[src/rtl/core/rbfts_pkg.sv]
// Shared types and constants for the rigid-body force and torque accumulator.
// Holds register codes, queue sizes and the records passed between the front and back parts.
// No dependencies.
`default_nettype none

package rbfts_pkg;

    localparam int unsigned Q_W       = 32;
    localparam int unsigned SUM_W     = 48;
    localparam int unsigned CFG_IDX_W = 3;

    // Configuration register indexes.
    localparam logic [CFG_IDX_W-1:0] REG_BOX_LOW_X  = 3'd0;
    localparam logic [CFG_IDX_W-1:0] REG_BOX_HIGH_X = 3'd1;
    localparam logic [CFG_IDX_W-1:0] REG_BOX_LOW_Y  = 3'd2;
    localparam logic [CFG_IDX_W-1:0] REG_BOX_HIGH_Y = 3'd3;
    localparam logic [CFG_IDX_W-1:0] REG_BOX_LOW_Z  = 3'd4;
    localparam logic [CFG_IDX_W-1:0] REG_BOX_HIGH_Z = 3'd5;

    // Reset values of the box bounds: -16.0 and +16.0 in Q16.16.
    localparam logic signed [Q_W-1:0] BOX_LOW_RESET  = -32'sd1048576;
    localparam logic signed [Q_W-1:0] BOX_HIGH_RESET = 32'sd1048576;

    localparam logic signed [Q_W-1:0]   Q_MAX   = 32'sh7FFF_FFFF;
    localparam logic signed [Q_W-1:0]   Q_MIN   = 32'sh8000_0000;
    localparam logic signed [SUM_W-1:0] SUM_MAX = 48'sh7FFF_FFFF_FFFF;
    localparam logic signed [SUM_W-1:0] SUM_MIN = 48'sh8000_0000_0000;

    // Queue between the front and back parts.
    localparam int unsigned MID_DEPTH = 4;
    localparam int unsigned MID_PTR_W = $clog2(MID_DEPTH);
    localparam int unsigned MID_CNT_W = $clog2(MID_DEPTH + 1);

    // Result queue at the output.
    localparam int unsigned OUT_DEPTH = 2;
    localparam int unsigned OUT_PTR_W = $clog2(OUT_DEPTH);
    localparam int unsigned OUT_CNT_W = $clog2(OUT_DEPTH + 1);

    typedef logic signed [Q_W-1:0]   q_t;
    typedef logic signed [SUM_W-1:0] sum_t;

    // One classified particle: saturated force and wrapped offset.
    typedef struct packed {
        q_t   fx;
        q_t   fy;
        q_t   fz;
        q_t   rx;
        q_t   ry;
        q_t   rz;
        logic sat;
        logic last;
    } mid_entry_t;

    typedef struct packed {
        logic empty;
        logic full;
    } mid_status_t;

    typedef struct packed {
        sum_t fx;
        sum_t fy;
        sum_t fz;
        sum_t tx;
        sum_t ty;
        sum_t tz;
        logic ovf;
    } result_t;

endpackage

`default_nettype wire

[src/rtl/core/rbfts_fifo.sv]
// Short queue of classified particles between the front and back parts.
// Depends on rbfts_pkg.
`default_nettype none

module rbfts_fifo (
    input  wire logic                   clk,
    input  wire logic                   rst_n,
    input  wire logic                   wr_en,
    input  wire rbfts_pkg::mid_entry_t  wr_data,
    input  wire logic                   rd_en,
    output rbfts_pkg::mid_entry_t       rd_data,
    output rbfts_pkg::mid_status_t      status
);

    rbfts_pkg::mid_entry_t                  mem_reg [rbfts_pkg::MID_DEPTH];
    logic [rbfts_pkg::MID_PTR_W-1:0]        wr_ptr_reg;
    logic [rbfts_pkg::MID_PTR_W-1:0]        rd_ptr_reg;
    logic [rbfts_pkg::MID_CNT_W-1:0]        cnt_reg;
    logic [rbfts_pkg::MID_CNT_W-1:0]        cnt_next;
    logic                                   do_wr;
    logic                                   do_rd;

    assign status.empty = (cnt_reg == '0);
    assign status.full  = (cnt_reg == rbfts_pkg::MID_CNT_W'(rbfts_pkg::MID_DEPTH));
    assign do_wr        = wr_en && !status.full;
    assign do_rd        = rd_en && !status.empty;
    assign rd_data      = mem_reg[rd_ptr_reg];

    always_comb begin
        cnt_next = cnt_reg;
        if (do_wr && !do_rd)
        begin
            cnt_next = cnt_reg + 1'b1;
        end
        else if (do_rd && !do_wr)
        begin
            cnt_next = cnt_reg - 1'b1;
        end
    end

    always_ff @(posedge clk or negedge rst_n) begin
        if (!rst_n)
        begin
            wr_ptr_reg <= '0;
            rd_ptr_reg <= '0;
            cnt_reg    <= '0;
        end
        else
        begin
            cnt_reg <= cnt_next;
            if (do_wr)
            begin
                wr_ptr_reg <= wr_ptr_reg + 1'b1;
            end
            if (do_rd)
            begin
                rd_ptr_reg <= rd_ptr_reg + 1'b1;
            end
        end
    end

    always_ff @(posedge clk) begin
        if (do_wr)
        begin
            mem_reg[wr_ptr_reg] <= wr_data;
        end
    end

endmodule

`default_nettype wire

[config.mk]
export PLATFORM = sky130hd
export DESIGN_NAME = rbfts_fifo
export DESIGN_NICKNAME = d
export VERILOG_FILES = /design/src/rtl/core/rbfts_pkg.sv /design/src/rtl/core/rbfts_fifo.sv
export SDC_FILE = /design/constraint.sdc
export NUM_CORES = 1
export LEC_CHECK = 0
export BUFFER_PORTS_ARGS = -buffer_cell sky130_fd_sc_hd__buf_2
export CAP_MARGIN = 30
export CORE_ASPECT_RATIO = 1.75
export CORE_MARGIN = 2
export CORE_UTILIZATION = 45
export DETAILED_ROUTE_END_ITERATION = 12
export PLACE_DENSITY = 0.73
export SYNTH_ARGS = -nofsm -noshare
export SYNTH_HDL_FRONTEND = slang
export SYNTH_SLANG_ARGS = --single-unit
[constraint.sdc]
create_clock -name clk -period 12.9 [get_ports clk]
set_input_delay 0.645 -clock clk [delete_from_list [all_inputs] [get_ports clk]]
set_output_delay 0.645 -clock clk [all_outputs]
set_load 0.1 [all_outputs]
==> results of run 1 <==
==> routing by layer <==
metal	track usage, %	wire length [µm]	up-vias
met4	6.883	1676	18
li1	-	-	5474
met5	0	115	-
met3	5.052	4309	104
met2	28.86	29180	459
met1	20.03	20390	6575
==> path summary, 6_finish.rpt <==
| path | cells past startpoint | to |
|---|---|---|
| worst min-delay path | 1 | mem_reg[0][134] |
| worst min register to register | 1 | cnt_reg[2] |
| max in group asynchronous | 2 | rd_ptr_reg[1] |
| worst max register to register | 5 | mem_reg[0][118] |
| worst max-delay path | 4 | rd_data[102] |
| min in group asynchronous | 2 | wr_ptr_reg[1] |
==> metrics by stage <==
stage,hold slack [ns],std cells,area [µm²]
floorplan,0.3494,1050,28490
global placement,0.4656,2222,31290
detailed placement,0.4913,2226,31390
CTS,0.1749,2347,33550
global route,0.1889,2357,33670
finish,0.2334,2358,33680
==> layout make-up <==
type	count	area share, %
Sequential cell	783	69.74
Multi-Input combinational cell	218	13.90
Timing Repair Buffer	420	6.903
Tap cell	806	2.995
Clock inverter	40	1.245
Antenna cell	7	0.05202
Clock buffer	80	5.124
Inverter	4	0.04458
==> kinds of logic (layout without fill, tap and decap cells) <==
kind of cell,Yosys count,after routing,share of synthesized area (%)
other,0,7,0
XOR/XNOR,6,6,0.1844
flip-flops,783,783,82.39
buffers and inverters,49,544,1.216
multiplexers,196,196,15.72
AND/OR/NAND/NOR,10,10,0.2020
adder cells (fa/ha/maj),6,6,0.2898
==> cell usage in the layout (no fill, tap or decap) <==
| cell | instances |
|---|---|
| inv_1 | 4 |
| clkbuf_16 | 67 |
| xor2_1 | 2 |
| bufinv_16 | 5 |
| fa_1 | 1 |
| mux4_2 | 171 |
| dfrtp_1 | 5 |
| edfxtp_1 | 776 |
| clkinv_4 | 2 |
| nor2_1 | 1 |
| nor2b_1 | 1 |
| dfrtp_4 | 2 |
| buf_4 | 18 |
| inv_6 | 5 |
| buf_12 | 1 |
| dlygate4sd3_1 | 1 |
| diode_2 | 7 |
| nand3_1 | 1 |
| and2_4 | 4 |
| clkinv_8 | 3 |
| inv_16 | 1 |
| mux2_2 | 2 |
| buf_16 | 7 |
| buf_2 | 393 |
| clkinv_16 | 1 |
| clkinvlp_4 | 4 |
| xnor2_1 | 4 |
| nor3b_1 | 1 |
| mux4_1 | 23 |
| clkinv_2 | 6 |
| ha_1 | 5 |
| clkbuf_1 | 13 |
| or3_1 | 1 |
| nand2_1 | 1 |
| clkinv_1 | 13 |
==> results.sh, run 1 <==
export IMPL_hp_class="primary input to flip-flop"
export IMPL_fmax_mhz=233.9
export IMPL_fin_util_pct=53.55
export IMPL_clkLatencyLatePin_ns=0.62
export IMPL_setup_tns_ns=0
export IMPL_synth_top_cell_by_area="edfxtp_1"
export IMPL_first_global_vias=13520
export IMPL_post_cts_setup_buffers=0
export IMPL_path_cells="buf_4 > buf_4 > mux4_2 > buf_2"
export IMPL_syn_avg_cell_area_um2=27.14
export IMPL_clkTransAtPathRegs_ns=0.07
export IMPL_place_congestion=0.7335
export IMPL_detail_route_antenna_nets=0
export IMPL_vias=12630
export IMPL_dp_hpwl_mm=35.00
export IMPL_finalMaxSlewViolations=0
export IMPL_crit_start="rd_ptr_reg[1]"
export IMPL_setup_viol=0
export IMPL_hp_start="wr_data[134]"
export IMPL_pre_cts_ws_ns=8.829
export IMPL_synth_most_common_cell="edfxtp_1"
export IMPL_clock_sinks=783
export IMPL_max_stage_delay_ns=0.81
export IMPL_cp_end_kind="primary output"
export IMPL_grt_use_total_pct=16.87
export IMPL_r2r_start="cnt_reg[2]"
export IMPL_syn2layout_area_growth_pct=18.18
export IMPL_rows=122
export IMPL_hold_buffers=1
export IMPL_synthArstFlopShare_pct=0.8940
export IMPL_crit_buf_inv=3
export IMPL_grt_pass1_wl_mm=83.05
export IMPL_drt_pre_antenna_iters=5
export IMPL_start_util_pct=45.31
export IMPL_crit_family="buffers and inverters"
export IMPL_critPathSlowestCell="buf_4"
export IMPL_slew_headroom_pct=31.90
export IMPL_dieWidth_um=194.2
export IMPL_regArea_um2=23490
export IMPL_grt_max_degree=68
export IMPL_core_area_um2=62890
export IMPL_min_period_ns=4.275
export IMPL_nNetsFinal=1698
export IMPL_start_kind="flip-flop"
export IMPL_synthTopCellsByCount="edfxtp_1, mux4_2, mux4_1, buf_2, buf_6"
export IMPL_rsz0062_at_grt="false"
export IMPL_io_pins=394
export IMPL_ys_seq_elements=783
export IMPL_ys_seq_area_share_pct=82.39
export IMPL_n_fill_cell=4753
export IMPL_hold_viol=0
export IMPL_synth_nets=1254
export IMPL_drt_iter0_markers=657
export IMPL_tightestPinTransition_ns=1.022
export IMPL_synth_ff_type="edfxtp_1"
export IMPL_status="complete, no violations"
export IMPL_yosys_warnings=0
export IMPL_grt_overflow=0
export IMPL_numCtsBuffers=67
export IMPL_synth_cell_types=21
export IMPL_netlist_area_um2=28490
export IMPL_final_setup_worst_slack_ns=8.625
export IMPL_wirelength_mm=55.67
export IMPL_cp_max_fo=62
export IMPL_antenna_found_initial=16
export IMPL_viasPerCell=5.356
export IMPL_r2r_slack_ns=9.32
export IMPL_drive_gt1_share_pct=44.79
export IMPL_crit_path_frequent_cell="buf_4"
export IMPL_critical_path_class="flip-flop to primary output"
export IMPL_synth_top_area_share_pct=81.78
export IMPL_synth_edf_count=776
export IMPL_clock_path_buffers=3
export IMPL_drcViolationCount=0
export IMPL_crit_required_ns=12.26
export IMPL_worstPathArrival_ns=3.63
export IMPL_wire_per_inst_um=23.61
export IMPL_largest_reg_flops=776
export IMPL_root_buffer="clkbuf_16"
export IMPL_io_buffers=393
export IMPL_die_area_um2=65430
export IMPL_multiInputGateArea_um2=4681
export IMPL_skew_ns=0.02045
export IMPL_syn_inst=1050
export IMPL_cts_resized_gates=0
export IMPL_cts_tree="done"
export IMPL_cap_violations=0
export IMPL_ys_top_cells_by_area="edfxtp_1, mux4_2, mux4_1, dfrtp_1, buf_6"
export IMPL_h_tree_depth=3
export IMPL_fin_crit_sh_pct=33.14
export IMPL_die_h_um=336.9
Power of run 1 is left out: the tool's default activity adds up to more than one toggle a clock period on the data nets, which glitch-free logic cannot reach.
==> run 2, diff against run 1 <==
==> constraint.sdc (replaced) <==
create_clock -name clk -period 4.1 [get_ports clk]
set_input_delay 0.205 -clock clk [delete_from_list [all_inputs] [get_ports clk]]
set_output_delay 0.205 -clock clk [all_outputs]
set_load 0.1 [all_outputs]
==> run 2 against run 1 <==
Non-clock buffer count rose by 195. Wire length rose by 5.4%. Sequential share of layout area fell by 4.1 points. Design area rose by 6.2%. Clock skew rose by 0.0031 ns. First-iteration DRC count rose by 14%. Count of clock-buffer cells in the layout rose by 3. Die area did not move. Register-to-register slack got worse by 7.8 ns. Critical path depth fell by 1. Global-route usage rose by 1.1 points. Sequential cell count did not move.
==> results.sh, run 2 (synthesis gave the netlist of run 1 again) <==
export IMPL_syn2layout_area_growth_pct=25.56
export IMPL_most_common_layout_cells="edfxtp_1, buf_2, dlygate4sd3_1"
export IMPL_hold_depth=3
export IMPL_setup_tns_ns=0
export IMPL_nNetsFinal=1894
export IMPL_r2r_slack_ns=1.48
export IMPL_die_h_um=336.9
export IMPL_rows=122
export IMPL_ff2ff_path_depth=4
export IMPL_hp_start="wr_en"
export IMPL_io_pins=394
export IMPL_post_cts_setup_buffers=0
export IMPL_place_congestion=0.7306
export IMPL_slew_headroom_pct=46.22
export IMPL_core_area_um2=62890
export IMPL_cts_tree="done"
export IMPL_cp_end_kind="primary output"
export IMPL_clock_path_buffers=3
export IMPL_clkTransAtPathRegs_ns=0.06
export IMPL_crit_start="rd_ptr_reg[0]"
export IMPL_setup_viol=0
export IMPL_grt_pass1_wl_mm=88.82
export IMPL_root_buffer="clkbuf_16"
export IMPL_start_kind="flip-flop"
export IMPL_hp_class="primary input to flip-flop"
export IMPL_dp_hpwl_mm=35.84
export IMPL_drcViolationCount=0
export IMPL_clkLatencyLatePin_ns=0.60
export IMPL_first_global_vias=14860
export IMPL_min_to="wr_ptr_reg[0]"
export IMPL_grt_use_total_pct=18.01
export IMPL_finalMaxSlewViolations=0
export IMPL_die_area_um2=65430
export IMPL_grt_max_degree=84
export IMPL_detail_route_antenna_nets=0
export IMPL_start_util_pct=45.31
export IMPL_wirelength_mm=58.70
export IMPL_wire_per_inst_um=22.93
export IMPL_hold_viol=0
export IMPL_clock_sinks=783
export IMPL_min_period_ns=3.190
export IMPL_vias=13590
export IMPL_fin_crit_sh_pct=77.81
export IMPL_cts_resized_gates=0
export IMPL_mostFrequentLayoutCell="edfxtp_1"
export IMPL_antenna_found_initial=14
export IMPL_r2r_end="mem_reg[2][161]"
export IMPL_numCtsBuffers=68
export IMPL_critical_path_class="flip-flop to primary output"
export IMPL_io_buffers=393
export IMPL_crit_required_ns=3.89
export IMPL_h_tree_depth=3
export IMPL_largest_reg_flops=776
export IMPL_rsz0062_at_grt="false"
export IMPL_viasPerCell=5.309
export IMPL_r2r_start="cnt_reg[2]"
export IMPL_cap_violations=0
export IMPL_status="complete, no violations"
export IMPL_cp_max_fo=47
export IMPL_fmax_mhz=313.5
export IMPL_n_fill_cell=4563
export IMPL_skew_ns=0.02354
export IMPL_drive_gt1_share_pct=39.94
export IMPL_dieWidth_um=194.2
export IMPL_drt_iter0_markers=747
export IMPL_worstPathArrival_ns=2.99
export IMPL_tightestPinTransition_ns=0.8067
export IMPL_drt_pre_antenna_iters=4
export IMPL_grt_overflow=0
## run 2: cell count changes in the layout (fill, tap and decap cells not counted), sizes merged
cell,previous run,this run
bufinv,5,7
dlygate4sd3,1,197
clkinvlp,4,2
diode,7,9
buf,419,418
inv,10,6
clkbuf,80,83
clkinv,25,31
## run 2: worst max-delay path by stage
stage | endpoint | slack [ns] | cells after the start
2_1_floorplan | mem_reg[0][0] | 0.13 | 4
3_3_place_gp | rd_data[143] | 1.47 | 3
3_5_place_dp | mem_reg[0][0] | 1.42 | 4
4_1_cts | rd_data[157] | 0.78 | 3
5_1_grt | rd_data[143] | 0.70 | 3
6_report | rd_data[143] | 0.91 | 3
## run 2: stage by stage
step,std cells,hold WS [ns],area (µm²),worst slack (ns),util (%)
after global placement,2229,0.04374,31550,1.469,50.17
after detailed placement,2229,0.04917,31550,1.416,50.17
after global routing,2559,0.1555,35780,0.6968,56.89
after CTS,2551,0.07914,35760,0.7783,56.86
final,2560,0.1255,35780,0.9097,56.89
after floorplan,1050,-0.09059,28500,0.1263,-
## run 2: worst max-delay path: stages, from the launching register on
cell	delay, ns
dfrtp_4	0.93
buf_12	0.42
mux4_1	0.62
buf_2	0.31
## run 2: metal layers
metal  global-route usage (%)  part of all wire [%]  up-vias
met4                    8.092                   3.7       12
li1                         -                     -     5886
met1                    22.01                    38     7099
met3                    4.461                   6.5      120
met5                        0                  0.14        -
met2                    30.49                    52      474
## run 2: timing repair
item | in CTS | in global routing
setup endpoints to repair | 0 | 0
hold buffers | 197 | 0
hold endpoints to repair | 785 | 0
## run 2: cell type report
| cell class | instances | area, µm² | area share (%) |
|---|---|---|---|
| Tap cell | 806 | 1008 | 2.819 |
| Sequential cell | 783 | 23490 | 65.64 |
| Antenna cell | 9 | 22.52 | 0.06295 |
| Multi-Input combinational cell | 218 | 4686 | 13.10 |
| Timing Repair Buffer | 615 | 4327 | 12.09 |
| Clock buffer | 83 | 1822 | 5.092 |
| Inverter | 4 | 15.01 | 0.04196 |
| Clock inverter | 42 | 414.1 | 1.158 |
Power of run 2 is left out for the same reason.
